===== src/rtl/box_mean_filter_7x7_top_macros.svh =====
// Assertion macros for the box mean filter.
// Define ASSERT_OFF to compile the checks out.
`ifndef BOX_MEAN_FILTER_7X7_TOP_MACROS_SVH
`define BOX_MEAN_FILTER_7X7_TOP_MACROS_SVH
`ifndef ASSERT_OFF
`define BMF_ASSERT(lbl, clk, rst_n, prop, msg) \
    lbl: assert property (@(posedge clk) disable iff (!rst_n) prop) else $error(msg);
`define BMF_ASSERT_RST(lbl, clk, prop, msg) \
    lbl: assert property (@(posedge clk) prop) else $error(msg);
`else
`define BMF_ASSERT(lbl, clk, rst_n, prop, msg)
`define BMF_ASSERT_RST(lbl, clk, prop, msg)
`endif
`endif


===== src/rtl/bmf_pkg.sv =====
package bmf_pkg;

    localparam int PIX_W      = 8;
    localparam int COL_OUT_W  = 10;
    localparam int ROW_W      = 12;
    localparam int POS_W      = 12;   // holds any column up to 4095
    localparam int CFG_W_W    = 11;
    localparam int CFG_H_W    = 12;
    localparam int CFG_IDX_W  = 2;
    localparam int CFG_DATA_W = 12;

    localparam int Q_DEPTH    = 8;
    localparam int Q_PTR_W    = 3;
    localparam int Q_CNT_W    = 4;

    typedef enum logic [CFG_IDX_W-1:0] {
        REG_FRAME_WIDTH  = 2'd0,
        REG_FRAME_HEIGHT = 2'd1
    } t_cfg_reg;

    // position of the pixel being taken in
    typedef struct packed {
        logic [POS_W-1:0] col;
        logic [ROW_W-1:0] row;
        logic             border;
        logic             interior;
    } t_pos;

    // pipeline status toward the top level
    typedef struct packed {
        logic s1_valid;
        logic s1_fwd;
    } t_win_stat;

    // last datapath stage toward the result queue
    typedef struct packed {
        logic             valid;
        logic             border;
        logic             interior;
        logic [POS_W-1:0] col;
        logic [ROW_W-1:0] row;
        logic [PIX_W-1:0] pix;
        logic [PIX_W-1:0] mean;
    } t_emit;

    typedef struct packed {
        logic [COL_OUT_W-1:0] out_col;
        logic [ROW_W-1:0]     out_row;
        logic [PIX_W-1:0]     value;
        logic                 last;
    } t_result;

endpackage


===== src/rtl/bmf_win.sv =====
module bmf_win import bmf_pkg::*; #(
    parameter int MAX_WIDTH = 1024,
    parameter int RADIUS    = 3
) (
    input  logic                         i_clk,
    input  logic                         i_rst_n,
    input  logic                         i_adv,
    input  logic                         i_accept,
    input  t_pos                         i_pos,
    input  logic [PIX_W-1:0]             i_pix,
    input  logic [PIX_W*2*RADIUS-1:0]    i_ram_rdata,
    output logic                         o_ram_we,
    output logic [$clog2(MAX_WIDTH)-1:0] o_ram_waddr,
    output logic [PIX_W*2*RADIUS-1:0]    o_ram_wdata,
    output t_win_stat                    o_stat,
    output t_emit                        o_emit
);

    localparam int SPAN  = 2 * RADIUS + 1;
    localparam int LINES = 2 * RADIUS;
    localparam int LBW   = PIX_W * LINES;
    localparam int CW    = $clog2(MAX_WIDTH);
    localparam int CSW   = $clog2(SPAN * 255 + 1);
    localparam int SW    = $clog2(SPAN * SPAN * 255 + 1);
    localparam int DIV   = SPAN * SPAN;
    localparam int QSH   = SW + $clog2(DIV) + 1;
    localparam logic [QSH-1:0] RECIP = QSH'(((1 << QSH) + DIV - 1) / DIV);

    // stage 1: line buffer data arrives
    logic             r_s1_valid;
    t_pos             r_s1_pos;
    logic [PIX_W-1:0] r_s1_pix;
    logic             r_s1_fwd;
    logic [LBW-1:0]   r_s1_fwd_word;

    // stage 2: column sums
    logic             r_s2_valid;
    t_pos             r_s2_pos;
    logic [PIX_W-1:0] r_s2_pix;
    logic [CSW-1:0]   r_s2_add;
    logic [CSW-1:0]   r_s2_sub;
    logic [CSW-1:0]   r_cs [SPAN];

    // stage 3: window sum and mean
    logic             r_s3_valid;
    t_pos             r_s3_pos;
    logic [PIX_W-1:0] r_s3_pix;
    logic [SW-1:0]    r_s3_sum;
    logic [SW-1:0]    r_sum;
    logic [SW-1:0]    n_sum;

    logic [LBW-1:0]     word;
    logic [LBW-1:0]     wr_word;
    logic [CSW-1:0]     colsum;
    logic [SW+QSH-1:0]  prod;

    // lines above the top row of the frame are stale or unwritten; they never
    // reach a window that is emitted, so they are left out of the column sum
    always_comb begin
        word    = r_s1_fwd ? r_s1_fwd_word : i_ram_rdata;
        wr_word = {r_s1_pix, word[LBW-1:PIX_W]};
        colsum  = CSW'(r_s1_pix);
        for (int k = 0; k < LINES; k++) begin
            if (r_s1_pos.row >= ROW_W'(LINES - k)) begin
                colsum = colsum + CSW'(word[PIX_W*k +: PIX_W]);
            end
        end
    end

    assign o_ram_we    = r_s1_valid && i_adv;
    assign o_ram_waddr = r_s1_pos.col[CW-1:0];
    assign o_ram_wdata = wr_word;

    always_ff @(posedge i_clk) begin
        if (!i_rst_n) begin
            r_s1_valid <= 1'b0;
            r_s2_valid <= 1'b0;
            r_s3_valid <= 1'b0;
        end else if (i_adv) begin
            r_s1_valid <= i_accept;
            r_s2_valid <= r_s1_valid;
            r_s3_valid <= r_s2_valid;
        end
    end

    // same column written back while read again: take the written word
    always_ff @(posedge i_clk) begin
        if (i_accept) begin
            r_s1_pos      <= i_pos;
            r_s1_pix      <= i_pix;
            r_s1_fwd      <= r_s1_valid && (r_s1_pos.col == i_pos.col);
            r_s1_fwd_word <= wr_word;
        end
    end

    assign n_sum = r_sum + SW'(r_s2_add) - SW'(r_s2_sub);

    // running sums must start consistent, hence the reset
    always_ff @(posedge i_clk) begin
        if (!i_rst_n) begin
            for (int k = 0; k < SPAN; k++) begin
                r_cs[k] <= '0;
            end
            r_sum <= '0;
        end else if (i_adv) begin
            if (r_s1_valid) begin
                for (int k = 0; k < SPAN - 1; k++) begin
                    r_cs[k] <= r_cs[k+1];
                end
                r_cs[SPAN-1] <= colsum;
            end
            if (r_s2_valid) begin
                r_sum <= n_sum;
            end
        end
    end

    always_ff @(posedge i_clk) begin
        if (i_adv && r_s1_valid) begin
            r_s2_pos <= r_s1_pos;
            r_s2_pix <= r_s1_pix;
            r_s2_add <= colsum;
            r_s2_sub <= r_cs[0];
        end
        if (i_adv && r_s2_valid) begin
            r_s3_pos <= r_s2_pos;
            r_s3_pix <= r_s2_pix;
            r_s3_sum <= n_sum;
        end
    end

    // divide by SPAN*SPAN through the reciprocal
    assign prod = (SW+QSH)'(r_s3_sum) * (SW+QSH)'(RECIP);

    always_comb begin
        o_emit.valid    = r_s3_valid;
        o_emit.border   = r_s3_pos.border;
        o_emit.interior = r_s3_pos.interior;
        o_emit.col      = r_s3_pos.col;
        o_emit.row      = r_s3_pos.row;
        o_emit.pix      = r_s3_pix;
        o_emit.mean     = prod[QSH +: PIX_W];
        o_stat.s1_valid = r_s1_valid;
        o_stat.s1_fwd   = r_s1_fwd;
    end

endmodule


===== config.mk =====
export PLATFORM = sky130hd
export DESIGN_NAME = bmf_win
export DESIGN_NICKNAME = d
export VERILOG_FILES = /design/src/rtl/box_mean_filter_7x7_top_macros.svh /design/src/rtl/bmf_pkg.sv /design/src/rtl/bmf_win.sv
export SDC_FILE = /design/constraint.sdc
export NUM_CORES = 1
export LEC_CHECK = 0
export BUFFER_PORTS_ARGS = -buffer_cell sky130_fd_sc_hd__buf_2
export CELL_PAD_IN_SITES_DETAIL_PLACEMENT = 0
export CELL_PAD_IN_SITES_GLOBAL_PLACEMENT = 1
export CORE_UTILIZATION = 40
export CTS_BUF_LIST = sky130_fd_sc_hd__clkbuf_8 sky130_fd_sc_hd__clkbuf_16
export DETAILED_ROUTE_END_ITERATION = 8
export PLACE_DENSITY_LB_ADDON = 0.1
export SETUP_SLACK_MARGIN = 0.15
export SYNTH_ARGS = -nofsm -noshare
export SYNTH_HDL_FRONTEND = slang
export SYNTH_SLANG_ARGS = --single-unit

===== constraint.sdc =====
create_clock -name i_clk -period 18.1 [get_ports i_clk]
set_input_delay 1.81 -clock i_clk [delete_from_list [all_inputs] [get_ports i_clk]]
set_output_delay 1.81 -clock i_clk [all_outputs]
set_load 0.01 [all_outputs]

### Word level (Yosys, flattened, before mapping)

Memories as Yosys holds them, arrays and structs flattened. A register that Yosys moved wholly into a read port is not among the register bits.
Cells that the tools add are included.

* register bits after elaboration: 193
* bits in writable memories: 77
* input port bits: 86
* word-level logic and storage cells: 70
* memories: 1

Memories
* r_cs: words 7, bits a word 11, rd ports 7, clocked after Yosys merged registers in 1, wr ports 7, RTL line bmf_win.sv:42 `logic [CSW-1:0] r_cs [SPAN];`

* $add $sub $neg: 8
* multipliers: 1
* $lt $le $gt $ge: 6
* equal/unequal tests: 1
* mux-type cells: 19
* bitwise gates (word level): 7
* reduce and logical (&&, ||, !) cells: 4

Operators with widths (number)
* 2-to-1 mux 11 bit: 12
* adder 11 x 8 -> 11 bit: 5
* 2-to-1 mux 48 bit: 1
* greater-or-equal comparator 12 x 3 -> 1 bit, second input constant: 3
* multiplier 14 x 12 -> 25 bit, second input constant: 1
* greater-or-equal comparator 12 x 2 -> 1 bit, second input constant: 2
* adder 14 x 11 -> 14 bit: 1
* subtractor 14 x 11 -> 14 bit: 1
* equality test 12 bit: 1
* greater-or-equal comparator 12 x 1 -> 1 bit, second input constant: 1
* adder 8 x 8 -> 9 bit: 1
* 2-to-1 mux 9 bit: 1
* bitwise OR 1 bit: 7
* 2-to-1 mux 1 bit: 5
* logical AND 1 bit: 3
* AND reduction 2 bit: 1

### Depth between registers and ports, before layout

Gate-level depths: netlist (run 1).

* depth after elaboration: 14
* depth in mapped cells: 39
* mapped depth without buffers: 38

### Worst setup path after synthesis (run 1)

OpenSTA, ideal clock, no wires.

* path kind: input to register
* from: in i_ram_rdata[0]
* to: mem r_cs[6][10] (netlist name), data pin
* library setup time: 0.260 ns
* data arrival time: 8.248 ns
* data required time: 17.840 ns
* path slack: 9.591 ns
* stages on the path: 38
* cell sequence: mux2_2 > ha_1 > fa_1 > xnor2_1 > nand2_1 > o21ai_0 > inv_1 > ha_1 > a211o_1 > a21o_1 > a21oi_1 > xor2_1 > nand2_1 > o21ai_0 > inv_1 > ha_1 > xor2_1 > a21oi_1 > (+2 left out) > nand3_1 > nor2_1 > xor2_1 > nand2_1 > o21ai_0 > inv_1 > ha_1 > o21a_1 > o31a_1 > a211oi_1 > o21bai_1 > ha_1 > o21ai_0 > a211oi_1 > o211ai_1 > o21ai_1 > mux2_4 > mux2_4

RTL lines
* start: declaration: RTL line bmf_win.sv:11 `input logic [PIX_W*2*RADIUS-1:0] i_ram_rdata,`
* end: declaration: RTL line bmf_win.sv:42

==> impl_metrics.prom, run 1 <==
# TYPE chip_impl_metric gauge
chip_impl_metric{name="grt_start_max_net_pins",unit=""} 78
chip_impl_metric{name="critical_path_peak_fanout",unit=""} 6
chip_impl_info{name="rsz0062_at_grt",value="no"} 1
chip_impl_metric{name="slew_viol_final",unit=""} 0
chip_impl_info{name="synth_most_common_cell",value="sky130_fd_sc_hd__edfxtp_1"} 1
chip_impl_metric{name="cts.clk_slew.worst_paths",unit="ns"} 0.06
chip_impl_metric{name="synth_top_area_share",unit="%"} 47.8
chip_impl_metric{name="synth_edf_count",unit=""} 264
chip_impl_metric{name="route.antenna.remaining_nets",unit=""} 0
chip_impl_metric{name="port_buffers",unit=""} 189
chip_impl_metric{name="synthDistinctLibCells",unit=""} 69
chip_impl_metric{name="intPower",unit="mW"} 2.06
chip_impl_metric{name="net_count_after_synthesis",unit=""} 1649
chip_impl_info{name="synth.largest_area_cell",value="sky130_fd_sc_hd__edfxtp_1"} 1
chip_impl_metric{name="timing_limited_maximum_frequency",unit="MHz"} 111
chip_impl_metric{name="clockPowerShare",unit="%"} 17.0
chip_impl_metric{name="ir_drop",unit="mV"} 0.187
chip_impl_metric{name="drt_pre_antenna_iters",unit=""} 5
chip_impl_metric{name="cp.buffers_inverters",unit=""} 3
chip_impl_metric{name="via_per_inst",unit=""} 4.90
chip_impl_metric{name="cts_max_path_buffers",unit=""} 3
chip_impl_info{name="slowest_stage",value="sky130_fd_sc_hd__a211oi_1"} 1
chip_impl_metric{name="floorplan.initialDensity",unit="%"} 40.6
chip_impl_metric{name="clock-sinks",unit=""} 281
chip_impl_metric{name="flip_flop_and_latch_area",unit="sq mm"} 0.00827
chip_impl_metric{name="htree_num_levels",unit=""} 1
chip_impl_metric{name="slew_at_the_pin_with_the_worst_max_slew_slack",unit="ns"} 1.00
chip_impl_metric{name="routed_wire_length_per_instance",unit="um"} 17.6
chip_impl_info{name="post_synth_most_frequent_cells",value="sky130_fd_sc_hd__edfxtp_1 (264), sky130_fd_sc_hd__inv_1 (171), sky130_fd_sc_hd__ha_1 (151), sky130_fd_sc_hd__and2_1 (78), sky130_fd_sc_hd__nor2_1 (70)"} 1
chip_impl_metric{name="grt_use_total",unit="%"} 17.7
chip_impl_info{name="path_delay_family",value="compound AO/OA/AOI/OAI gates"} 1
chip_impl_metric{name="timing_hold_violations_final",unit=""} 0
chip_impl_metric{name="async_flop_share",unit="%"} 0
chip_impl_metric{name="net-switching-power",unit="mW"} 1.41
chip_impl_info{name="hold_path.class",value="register to register"} 1
chip_impl_metric{name="synth_warn",unit=""} 0
chip_impl_metric{name="post_synth_instance_area",unit="sq mm"} 0.0166
chip_impl_metric{name="gp_routability_congestion",unit=""} 0.806
chip_impl_metric{name="syn-instance-count",unit=""} 1346
chip_impl_info{name="result_of_the_run",value="completed"} 1
chip_impl_metric{name="via_count_of_the_first_global_routing_pass",unit=""} 10400
chip_impl_metric{name="synthToLayoutAreaGrowth",unit="%"} 14.3
chip_impl_metric{name="insertion_delay",unit="ns"} 0.57
chip_impl_metric{name="p_per_area",unit="mW/mm^2"} 183
chip_impl_metric{name="grt_first_pass_wirelength",unit="um"} 57700
chip_impl_metric{name="drive_above_1_share",unit="%"} 20.5
chip_impl_metric{name="finalWirelength",unit="um"} 36800
chip_impl_metric{name="critical_path_arrival",unit="ns"} 9.29
chip_impl_metric{name="ctsHoldBuffers",unit=""} 0
chip_impl_metric{name="die_area",unit="sq mm"} 0.0423
chip_impl_metric{name="crit_required",unit="ns"} 18.40
chip_impl_metric{name="critical_path.max_stage_delay",unit="ns"} 0.50
chip_impl_info{name="critical_path.endpoint_type",value="register"} 1
chip_impl_metric{name="multiInputGateArea",unit="sq mm"} 0.00744
chip_impl_metric{name="combinationalPowerShare",unit="%"} 58.0
chip_impl_metric{name="placeableCoreArea",unit="sq mm"} 0.0409
chip_impl_metric{name="dp_slack",unit="ns"} 8.66
chip_impl_metric{name="drt_iter0_markers",unit=""} 523
chip_impl_metric{name="rows",unit=""} 74
chip_impl_info{name="synth.area.top_cells",value="sky130_fd_sc_hd__edfxtp_1 (48%), sky130_fd_sc_hd__ha_1 (11%), sky130_fd_sc_hd__fa_1 (8.0%), sky130_fd_sc_hd__inv_1 (3.9%), sky130_fd_sc_hd__mux2_2 (3.6%)"} 1
chip_impl_metric{name="fillCellCount",unit=""} 3821
chip_impl_metric{name="dr_total_vias",unit=""} 10200
chip_impl_metric{name="timing.max_slew.rel_slack",unit="%"} 33.2
chip_impl_metric{name="share_seq_of_total_power",unit="%"} 25.0
chip_impl_metric{name="ys_ff_latch",unit=""} 281
chip_impl_metric{name="total_grt_overflow",unit=""} 0
chip_impl_metric{name="max-cap-violations",unit=""} 0
chip_impl_metric{name="setup_viol",unit=""} 0
chip_impl_info{name="path_common_cell",value="sky130_fd_sc_hd__ha_1"} 1
chip_impl_info{name="timing_worst_setup_path_type",value="input pin to register"} 1
chip_impl_metric{name="boundaryPins",unit=""} 190
chip_impl_info{name="tritoncts",value="yes"} 1
chip_impl_metric{name="grt_antenna_before_repair",unit=""} 3
chip_impl_metric{name="postCtsResizedCells",unit=""} 0
chip_impl_metric{name="cts-buffers-inserted",unit=""} 31
chip_impl_metric{name="drc",unit=""} 0
chip_impl_metric{name="timing.final.crit_share",unit="%"} 49.6
chip_impl_metric{name="setup-tns-final",unit="ns"} 0
chip_impl_metric{name="dp.final_hpwl",unit="um"} 27800
chip_impl_metric{name="switching_part_of_the_total_power",unit="%"} 40.7
chip_impl_metric{name="p_leak",unit="nW"} 8.06
chip_impl_metric{name="finalCriticalPeriod",unit="ns"} 8.98
chip_impl_metric{name="post_synth.cell_area_avg",unit="sq um"} 12.3
chip_impl_info{name="cts_root_buf",value="sky130_fd_sc_hd__clkbuf_16"} 1
chip_impl_metric{name="finish.net_count",unit=""} 1831
chip_impl_metric{name="synth-seq-area-share",unit="%"} 49.8
chip_impl_metric{name="die_h",unit="um"} 206
chip_impl_metric{name="die_width",unit="um"} 206
chip_impl_metric{name="setup_ws_post_layout",unit="ns"} 9.12
chip_impl_metric{name="timing.clock.skew",unit="ns"} 0.0255
chip_impl_info{name="dominantRegCellSynth",value="sky130_fd_sc_hd__edfxtp_1"} 1
chip_impl_info{name="startpoint_type",value="input pin"} 1
chip_impl_metric{name="post-cts-setup-buffer-count",unit=""} 0
-- cells in the final DEF, fill, tap and decap left out, drive strengths merged, types with 14 or more instances in the layout --
cell / Yosys / final
ha: 151 / 151
and2: 79 / 79
buf: 26 / 195
o21ai: 37 / 37
clkbuf: 20 / 31
xnor2: 45 / 45
clkinv: 1 / 14
nor2: 70 / 70
nor3: 23 / 23
xor2: 19 / 19
edfxtp: 264 / 264
a21oi: 61 / 61
a21o: 18 / 18
inv: 172 / 180
fa: 66 / 66
a211oi: 14 / 14
dfxtp: 17 / 17
o21a: 16 / 16
nand3: 16 / 16
mux2: 55 / 55
nand2: 54 / 54
-- power groups by stage --
stage / combinational [mW] / sequential (mW) / clock, mW
2_1_floorplan: 1.58 / 0.876 / 0
3_3_place_gp: 2.00 / 0.884 / 0
3_5_place_dp: 2.02 / 0.884 / 0
4_1_cts: 2.03 / 0.871 / 0.609
5_1_grt: 2.26 / 0.876 / 0.634
6_report: 2.02 / 0.871 / 0.590
-- routing by layer --
metal	vias up	routed length, um	track usage (%)
met1	4914	18200	25.8
met3	34	1290	1.98
met5	-	8	0
li1	5107	-	-
met4	2	549	3.97
met2	168	16700	28.3
-- worst reg2reg max path: cells and delay by family (launching register included) --
family | cells | cell delay (ns)
compound gates | 18 | 3.45
xor+xnor | 2 | 0.31
fa+ha+maj | 7 | 2.19
buf+inv | 3 | 0.76
flops | 1 | 0.43
mux | 3 | 0.89
simple gates | 5 | 0.48
-- logic make-up (layout without fill, tap and decap cells) --
group | count (synthesis) | count (layout) | share of synthesized area [%]
XOR/XNOR | 64 | 64 | 3.38
buffers and inverters | 219 | 425 | 5.45
adder cells (fa/ha/maj) | 217 | 217 | 19.3
flip-flops | 281 | 281 | 49.8
multiplexers | 64 | 64 | 4.32
AO/OA/AOI/OAI | 204 | 204 | 8.02
AND/OR/NAND/NOR | 297 | 297 | 9.69
other | 0 | 2 | 0
-- per-stage QoR --
stage	util, %	instances	hold WS (ns)	instance area (sq um)	total power, mW
after detailed placement	44.0	2027	0.405	18000	2.90
after CTS	46.4	2084	0.419	19000	3.51
after global placement	44.0	2027	0.400	18000	2.89
final	46.4	2086	0.418	19000	3.48
after global routing	46.4	2086	0.425	19000	3.77
after floorplan	-	1346	0.400	16600	2.45
-- cell type report --
type | instances | share of cell area [%]
timing repair buffer | 195 | 5.24
clock inverter | 26 | 0.956
tap | 532 | 3.51
sequential | 281 | 43.6
antenna | 2 | 0.0264
inverter | 173 | 3.42
clock buffer | 31 | 4.09
multi-input combinational | 846 | 39.2
-- worst paths after layout --
| path | endpoint | slack [ns] | cells past startpoint | start |
|---|---|---|---|---|
| hold / removal | o_emit[29] | 0.42 | 0 | r_s2_pos[15] |
| setup / recovery | r_cs[6][10] | 9.12 | 38 | i_ram_rdata[0] |
| setup reg to reg | r_cs[6][10] | 9.32 | 38 | r_s1_fwd |
| hold reg to reg | o_emit[29] | 0.42 | 0 | r_s2_pos[15] |
-- state kept, by name, indices dropped and copies added (netlist names) --
name and count:
o_emit 26, r_s2_pix 8, r_s2_pos 26, r_s2_add 11, r_cs 77, r_s1_pos 16
r_s2_valid 1, r_s1_fwd 1, o_ram_waddr 10, r_s3_valid 1, r_s2_sub 11, r_s1_valid 1
r_sum 14, r_s1_fwd_word 48, r_s3_sum 14, r_s3_pix 8, r_s1_pix 8
No activity file was read; power rests on OpenSTA's default activity.
==> run 2, diff against run 1 <==
ABC_AREA = 1   (was not set)
clock period = 7.7 ns   (was 18.1 ns; I/O delays follow)
==> impl_metrics.prom, run 2 <==
# TYPE chip_impl_metric gauge
chip_impl_info{name="synth.largest_area_cell",value="sky130_fd_sc_hd__edfxtp_1"} 1
chip_impl_metric{name="finish.net_count",unit=""} 2104
chip_impl_metric{name="p_leak",unit="nW"} 8.98
chip_impl_metric{name="share_seq_of_total_power",unit="%"} 22.9
chip_impl_info{name="synth.area.top_cells",value="sky130_fd_sc_hd__edfxtp_1 (47%), sky130_fd_sc_hd__ha_1 (11%), sky130_fd_sc_hd__fa_1 (7.8%), sky130_fd_sc_hd__inv_1 (7.0%), sky130_fd_sc_hd__nand2_1 (4.7%)"} 1
chip_impl_info{name="post_synth_most_frequent_cells",value="sky130_fd_sc_hd__inv_1 (315), sky130_fd_sc_hd__edfxtp_1 (264), sky130_fd_sc_hd__nand2_1 (215), sky130_fd_sc_hd__ha_1 (151), sky130_fd_sc_hd__nor2_1 (133)"} 1
chip_impl_metric{name="critical_path_peak_fanout",unit=""} 5
chip_impl_metric{name="cts_max_path_buffers",unit=""} 3
chip_impl_metric{name="htree_num_levels",unit=""} 2
chip_impl_info{name="max_flop_register",value="r_cs"} 1
chip_impl_metric{name="timing.final.crit_share",unit="%"} 91.0
chip_impl_info{name="most-common-layout-cells",value="sky130_fd_sc_hd__inv_1 (324), sky130_fd_sc_hd__edfxtp_1 (264), sky130_fd_sc_hd__nand2_1 (213)"} 1
chip_impl_metric{name="rows",unit=""} 75
chip_impl_metric{name="crit_required",unit="ns"} 7.94
chip_impl_metric{name="cts-buffers-inserted",unit=""} 34
chip_impl_metric{name="timing_limited_maximum_frequency",unit="MHz"} 143
chip_impl_metric{name="synth-seq-area-share",unit="%"} 48.6
chip_impl_metric{name="combinationalPowerShare",unit="%"} 60.3
chip_impl_metric{name="grt_use_total",unit="%"} 18.1
chip_impl_metric{name="synthDistinctLibCells",unit=""} 48
chip_impl_metric{name="grt_start_max_net_pins",unit=""} 70
chip_impl_metric{name="finalCriticalPeriod",unit="ns"} 7.01
chip_impl_info{name="result_of_the_run",value="completed"} 1
chip_impl_metric{name="flip_flop_and_latch_area",unit="sq mm"} 0.00827
chip_impl_metric{name="boundaryPins",unit=""} 190
chip_impl_metric{name="route.antenna.remaining_nets",unit=""} 0
chip_impl_metric{name="clockPowerShare",unit="%"} 16.7
chip_impl_metric{name="critical_path_arrival",unit="ns"} 7.25
chip_impl_metric{name="insertion_delay",unit="ns"} 0.54
chip_impl_metric{name="synth_edf_count",unit=""} 264
chip_impl_metric{name="post_synth_instance_area",unit="sq mm"} 0.0170
chip_impl_metric{name="synth_warn",unit=""} 0
chip_impl_metric{name="synth_top_area_share",unit="%"} 46.6
chip_impl_metric{name="drt_pre_antenna_iters",unit=""} 5
chip_impl_metric{name="net_count_after_synthesis",unit=""} 1907
chip_impl_metric{name="setup_viol",unit=""} 0
chip_impl_info{name="top_regs",value="r_cs: 77 flops, r_s1_fwd_word: 48 flops"} 1
chip_impl_metric{name="ys_ff_latch",unit=""} 281
chip_impl_metric{name="ir_drop",unit="mV"} 0.399
chip_impl_info{name="startpoint_type",value="register"} 1
chip_impl_metric{name="drc",unit=""} 0
chip_impl_metric{name="slew_viol_final",unit=""} 0
chip_impl_metric{name="clock-sinks",unit=""} 281
chip_impl_metric{name="syn-instance-count",unit=""} 1604
chip_impl_info{name="tritoncts",value="yes"} 1
chip_impl_metric{name="layout.cells.non_filler",unit=""} 2366
chip_impl_metric{name="largest_register_ff_count",unit=""} 77
chip_impl_metric{name="synthToLayoutAreaGrowth",unit="%"} 15.5
chip_impl_info{name="critical_path.endpoint_type",value="register"} 1
chip_impl_metric{name="floorplan.initialDensity",unit="%"} 40.5
chip_impl_info{name="synth_most_common_cell",value="sky130_fd_sc_hd__inv_1"} 1
chip_impl_metric{name="grt_first_pass_wirelength",unit="um"} 61000
chip_impl_metric{name="timing_hold_violations_final",unit=""} 0
chip_impl_metric{name="die_area",unit="sq mm"} 0.0433
chip_impl_metric{name="grt_antenna_before_repair",unit=""} 1
chip_impl_metric{name="total_grt_overflow",unit=""} 0
chip_impl_metric{name="via_per_inst",unit=""} 4.73
chip_impl_metric{name="dp.final_hpwl",unit="um"} 29400
chip_impl_metric{name="placeableCoreArea",unit="sq mm"} 0.0419
chip_impl_metric{name="gp_routability_congestion",unit=""} 0.836
chip_impl_info{name="dominantRegCellSynth",value="sky130_fd_sc_hd__edfxtp_1"} 1
chip_impl_metric{name="p_per_area",unit="mW/mm^2"} 461
chip_impl_metric{name="switching_part_of_the_total_power",unit="%"} 44.0
chip_impl_metric{name="cp.buffers_inverters",unit=""} 4
chip_impl_metric{name="die_width",unit="um"} 208
chip_impl_metric{name="multiInputGateArea",unit="sq mm"} 0.00734
chip_impl_info{name="hold_path.class",value="input pin to register"} 1
chip_impl_metric{name="net-switching-power",unit="mW"} 3.99
chip_impl_metric{name="drive_above_1_share",unit="%"} 19.7
chip_impl_metric{name="finalWirelength",unit="um"} 38300
chip_impl_info{name="rsz0062_at_grt",value="yes"} 1
chip_impl_info{name="cts_root_buf",value="sky130_fd_sc_hd__clkbuf_16"} 1
chip_impl_metric{name="slew_at_the_pin_with_the_worst_max_slew_slack",unit="ns"} 1.01
chip_impl_metric{name="port_buffers",unit=""} 189
chip_impl_info{name="path_delay_family",value="adder cells"} 1
chip_impl_metric{name="intPower",unit="mW"} 5.07
chip_impl_metric{name="drt_iter0_markers",unit=""} 515
chip_impl_metric{name="fillCellCount",unit=""} 3995
chip_impl_metric{name="dp.cells",unit=""} 2300
chip_impl_metric{name="routed_wire_length_per_instance",unit="um"} 16.2
chip_impl_metric{name="rrSetupSlack",unit="ns"} 0.69
chip_impl_metric{name="die_h",unit="um"} 208
chip_impl_metric{name="timing.max_slew.rel_slack",unit="%"} 32.2
chip_impl_metric{name="dr_total_vias",unit=""} 11200
chip_impl_metric{name="setup-tns-final",unit="ns"} 0
chip_impl_metric{name="via_count_of_the_first_global_routing_pass",unit=""} 11300
chip_impl_metric{name="cts.clk_slew.worst_paths",unit="ns"} 0.06
chip_impl_info{name="most_common_cell_after_layout_fill_and_taps_aside",value="sky130_fd_sc_hd__inv_1"} 1
chip_impl_info{name="path_common_cell",value="sky130_fd_sc_hd__nand2_1"} 1
chip_impl_info{name="slowest_stage",value="sky130_fd_sc_hd__edfxtp_1"} 1
chip_impl_metric{name="timing.clock.skew",unit="ns"} 0.0291
chip_impl_metric{name="async_flop_share",unit="%"} 0
chip_impl_info{name="timing_worst_setup_path_type",value="register to register"} 1
chip_impl_metric{name="max-cap-violations",unit=""} 0
chip_impl_metric{name="post_synth.cell_area_avg",unit="sq um"} 10.6
chip_impl_metric{name="critical_path.max_stage_delay",unit="ns"} 0.41
run 2: cell types whose count changed after synthesis, moves of 13 or more:
cell                      previous run  this run
sky130_fd_sc_hd__o21ai_0            33        70
sky130_fd_sc_hd__and2_1             78         1
sky130_fd_sc_hd__nand2_1            53       215
sky130_fd_sc_hd__inv_1             171       315
sky130_fd_sc_hd__xor2_1             19        34
sky130_fd_sc_hd__nand3_1            16        33
sky130_fd_sc_hd__a21oi_1            61        91
sky130_fd_sc_hd__nand2_2             0        13
sky130_fd_sc_hd__nor3_1             22         5
sky130_fd_sc_hd__xnor2_1            45        23
sky130_fd_sc_hd__o21a_1             16         3
sky130_fd_sc_hd__nor2_1             70       133
run 2: area by class of cell:
type,instances,area share (%)
multi-input combinational,959,37.4
clock inverter,25,0.911
inverter,320,6.13
timing repair buffer,205,5.53
sequential,281,42.1
antenna,1,0.0127
tap,539,3.43
clock buffer,36,4.47
run 2: power by group through the flow:
stage | Combinational (mW) | Clock, mW | Sequential, mW
after floorplan | 4.30 | 0 | 2.09
after global placement | 5.34 | 0 | 2.11
after detailed placement | 5.37 | 0 | 2.11
after CTS | 5.41 | 1.57 | 2.08
after global routing | 6.29 | 1.62 | 2.09
final | 5.46 | 1.51 | 2.08
run 2: repair_timing:
item	in CTS	in global routing
hold buffers	0	0
endpoints found under the hold margin	0	0
buffers inserted	0	5
setup endpoints to repair	0	10
resized for setup	0	26
run 2: final timing paths:
path / start / end / cells past startpoint
setup / recovery: r_s1_fwd / r_cs[6][10] / 39
setup reg to reg: r_s1_fwd / r_cs[6][10] / 39
hold / removal: i_pix[4] / r_s1_pix[4] / 1
hold reg to reg: r_s2_pos[9] / o_emit[23] / 0
run 2: logic make-up after synthesis:
logic type	Yosys count	share of synthesized area (%)
simple gates	435	11.3
mux	45	2.98
buf+inv	364	8.57
fa+ha+maj	217	18.9
compound gates	205	6.70
xor+xnor	57	2.94
flops	281	48.6
run 2: stage by stage:
step	worst slack [ns]	util [%]	hold WS, ns	instance area (sq um)	power [mW]
floorplan	0.543	-	0.400	17000	6.38
global placement	0.228	44.0	0.401	18500	7.45
detailed placement	0.0594	44.0	0.405	18500	7.48
CTS	0.229	46.6	0.365	19500	9.07
global route	0.129	46.8	0.370	19600	10.0
finish	0.693	46.8	0.398	19600	9.06
run 2: worst register-to-register path: cells and delay by family (launching register included):
| kind | cells | cell delay [ns] |
|---|---|---|
| muxes | 1 | 0.33 |
| AOI/OAI and AO/OA | 9 | 1.09 |
| and+or+nand+nor | 16 | 1.96 |
| DFF | 1 | 0.41 |
| xor gates and xnor gates | 3 | 0.43 |
| buffers and inverters | 4 | 0.34 |
| adders and majority gates | 6 | 2.16 |
run 2: layer usage:
metal / track usage (%) / vias to the layer above / wire [um]
li1: - / 5669 / -
met1: 25.0 / 5266 / 18400
met2: 29.4 / 204 / 17700
met3: 2.40 / 51 / 1280
met4: 6.26 / 0 / 923
met5: 0 / - / 0
==> run 3, diff against run 2 <==
ABC_AREA = not set   (was 1)
==> impl_metrics.prom, run 3 (synthesis gave the netlist of run 1 again) <==
# TYPE chip_impl_metric gauge
chip_impl_metric{name="grt_first_pass_wirelength",unit="um"} 57500
chip_impl_info{name="critical_path.reg2reg.endpoint",value="r_cs[6][10]"} 1
chip_impl_info{name="tritoncts",value="yes"} 1
chip_impl_info{name="hold_path.class",value="input pin to register"} 1
chip_impl_metric{name="area_post_placement",unit="sq mm"} 0.0185
chip_impl_metric{name="crit_required",unit="ns"} 8.00
chip_impl_metric{name="ir_drop",unit="mV"} 0.520
chip_impl_info{name="most-common-layout-cells",value="sky130_fd_sc_hd__edfxtp_1 (264), sky130_fd_sc_hd__buf_2 (188), sky130_fd_sc_hd__inv_1 (175)"} 1
chip_impl_metric{name="boundaryPins",unit=""} 190
chip_impl_metric{name="fin_hold_ws",unit="ns"} 0.373
chip_impl_metric{name="dp.cells",unit=""} 2092
chip_impl_info{name="result_of_the_run",value="completed"} 1
chip_impl_metric{name="floorplan.initialDensity",unit="%"} 40.6
chip_impl_metric{name="die_h",unit="um"} 206
chip_impl_metric{name="cts_max_path_buffers",unit=""} 3
chip_impl_metric{name="cp.buffers_inverters",unit=""} 2
chip_impl_metric{name="route.antenna.remaining_nets",unit=""} 0
chip_impl_metric{name="p_per_area",unit="mW/mm^2"} 469
chip_impl_metric{name="largest_register_ff_count",unit=""} 77
chip_impl_metric{name="cts-buffers-inserted",unit=""} 31
chip_impl_metric{name="timing.clock.skew",unit="ns"} 0.0236
chip_impl_metric{name="fillCellCount",unit=""} 3747
chip_impl_metric{name="slew_viol_final",unit=""} 0
chip_impl_metric{name="placeableCoreArea",unit="sq mm"} 0.0409
chip_impl_metric{name="total_grt_overflow",unit=""} 0
chip_impl_info{name="top_regs",value="r_cs: 77 flops, r_s1_fwd_word: 48 flops"} 1
chip_impl_metric{name="routed_wire_length_per_instance",unit="um"} 17.3
chip_impl_info{name="min-delay-start",value="i_pix[0]"} 1
chip_impl_info{name="slowest_stage",value="sky130_fd_sc_hd__fa_2"} 1
chip_impl_info{name="most_common_cell_after_layout_fill_and_taps_aside",value="sky130_fd_sc_hd__edfxtp_1"} 1
chip_impl_metric{name="dp.final_hpwl",unit="um"} 28200
chip_impl_info{name="critical_path.endpoint_type",value="register"} 1
chip_impl_metric{name="insertion_delay",unit="ns"} 0.57
chip_impl_info{name="startpoint_type",value="register"} 1
chip_impl_metric{name="critical_path.max_stage_delay",unit="ns"} 0.56
chip_impl_metric{name="grt_antenna_before_repair",unit=""} 2
chip_impl_metric{name="drive_above_1_share",unit="%"} 27.1
chip_impl_metric{name="cts.clk_slew.worst_paths",unit="ns"} 0.06
chip_impl_metric{name="gp_routability_congestion",unit=""} 0.815
chip_impl_metric{name="via_count_of_the_first_global_routing_pass",unit=""} 10500
chip_impl_metric{name="rrSetupSlack",unit="ns"} 0.48
chip_impl_metric{name="timing.final.crit_share",unit="%"} 93.8
chip_impl_metric{name="slew_at_the_pin_with_the_worst_max_slew_slack",unit="ns"} 1.01
chip_impl_metric{name="setup_viol",unit=""} 0
chip_impl_metric{name="worst_r2r_path_depth",unit=""} 32
chip_impl_metric{name="grt_start_max_net_pins",unit=""} 78
chip_impl_metric{name="finish.net_count",unit=""} 1903
chip_impl_metric{name="die_area",unit="sq mm"} 0.0423
chip_impl_metric{name="timing.max_slew.rel_slack",unit="%"} 32.6
chip_impl_metric{name="port_buffers",unit=""} 189
chip_impl_metric{name="timing.hold.worst_path_depth",unit=""} 1
chip_impl_metric{name="timing_hold_violations_final",unit=""} 0
chip_impl_metric{name="drc",unit=""} 0
chip_impl_metric{name="critical_path_arrival",unit="ns"} 7.53
chip_impl_metric{name="drt_pre_antenna_iters",unit=""} 7
chip_impl_info{name="path_delay_family",value="adder cells"} 1
chip_impl_metric{name="rows",unit=""} 74
chip_impl_metric{name="ctsHoldBuffers",unit=""} 0
chip_impl_metric{name="grt_use_total",unit="%"} 17.7
chip_impl_metric{name="synthToLayoutAreaGrowth",unit="%"} 19.2
chip_impl_info{name="timing_worst_setup_path_type",value="register to register"} 1
chip_impl_info{name="min_to",value="r_s1_pix[0]"} 1
chip_impl_metric{name="htree_num_levels",unit=""} 1
chip_impl_metric{name="finalWirelength",unit="um"} 37200
chip_impl_info{name="cts_root_buf",value="sky130_fd_sc_hd__clkbuf_16"} 1
chip_impl_metric{name="p_leak",unit="nW"} 8.44
chip_impl_metric{name="layout.cells.non_filler",unit=""} 2155
chip_impl_metric{name="critical_path_peak_fanout",unit=""} 4
chip_impl_metric{name="max-cap-violations",unit=""} 0
chip_impl_info{name="timing.rr.start",value="r_s1_fwd"} 1
chip_impl_metric{name="drt_iter0_markers",unit=""} 541
chip_impl_metric{name="dr_total_vias",unit=""} 10600
chip_impl_metric{name="timing_limited_maximum_frequency",unit="MHz"} 138
chip_impl_metric{name="finalInstanceArea",unit="sq mm"} 0.0198
chip_impl_info{name="max_flop_register",value="r_cs"} 1
chip_impl_metric{name="via_per_inst",unit=""} 4.91
chip_impl_metric{name="die_width",unit="um"} 206
chip_impl_metric{name="clock-sinks",unit=""} 281
chip_impl_metric{name="finalCriticalPeriod",unit="ns"} 7.22
chip_impl_info{name="rsz0062_at_grt",value="yes"} 1
==> run 3: repair_timing <==
item / 4_1_cts / 5_1_grt
pin swaps: 0 / 29
resized for setup: 2 / 63
setup buffers: 1 / 6
endpoints found under the setup margin: 4 / 10
==> run 3: area by class of cell <==
type,instances,area (sq um),area share (%)
Sequential cell,281,8270,41.8
Multi-Input combinational cell,846,7740,39.1
Timing Repair Buffer,267,1540,7.77
Clock buffer,33,803,4.06
Tap cell,532,666,3.36
Inverter,173,649,3.28
Clock inverter,21,128,0.645
Antenna cell,2,5.00,0.0253
==> run 3: per-layer routing <==
metal	vias to the layer above	share of wire [%]	global-route usage, %
met5	-	0	0
met4	0	1.7	4.15
met3	38	4.0	2.19
met2	188	46	28.6
met1	5111	48	25.1
li1	5250	-	-
==> run 3: power by group <==
group	leakage, nW	switching (mW)	total, mW	internal [mW]
clock	0.485	0.578	1.36	0.778
sequential	2.70	0.0492	2.05	2.00
combinational	5.26	2.95	5.88	2.93
==> run 3: worst max path at each step <==
stage / startpoint / to / cells past startpoint
6_report: r_s1_fwd / r_cs[6][10] / 32
5_1_grt: r_s1_fwd / r_cs[6][9] / 35
4_1_cts: r_s1_fwd / r_cs[6][10] / 33
3_5_place_dp: i_ram_rdata[0] / r_cs[6][10] / 33
3_3_place_gp: i_ram_rdata[0] / r_cs[6][10] / 34
2_1_floorplan: r_s1_fwd / r_cs[6][10] / 39
==> run 3: stage by stage <==
step | util (%) | total power, mW | setup TNS, ns | worst slack [ns]
after CTS | 47.5 | 9.05 | 0 | 0.229
after detailed placement | 45.2 | 7.63 | -0.439 | -0.162
final | 48.4 | 9.28 | 0 | 0.477
after global placement | 45.2 | 7.59 | -0.0200 | -0.0200
after global routing | 48.4 | 10.1 | 0 | 0.101
after floorplan | - | 5.77 | 0 | 0.196
==> run 3: worst reg2reg max path, delay by kind of cell, from the launching register on <==
family	cells	cell delay [ns]
fa+ha+maj	7	2.54
compound gates	10	1.64
mux	5	1.43
simple gates	6	0.58
flops	1	0.38
buf+inv	2	0.21
xor+xnor	2	0.20
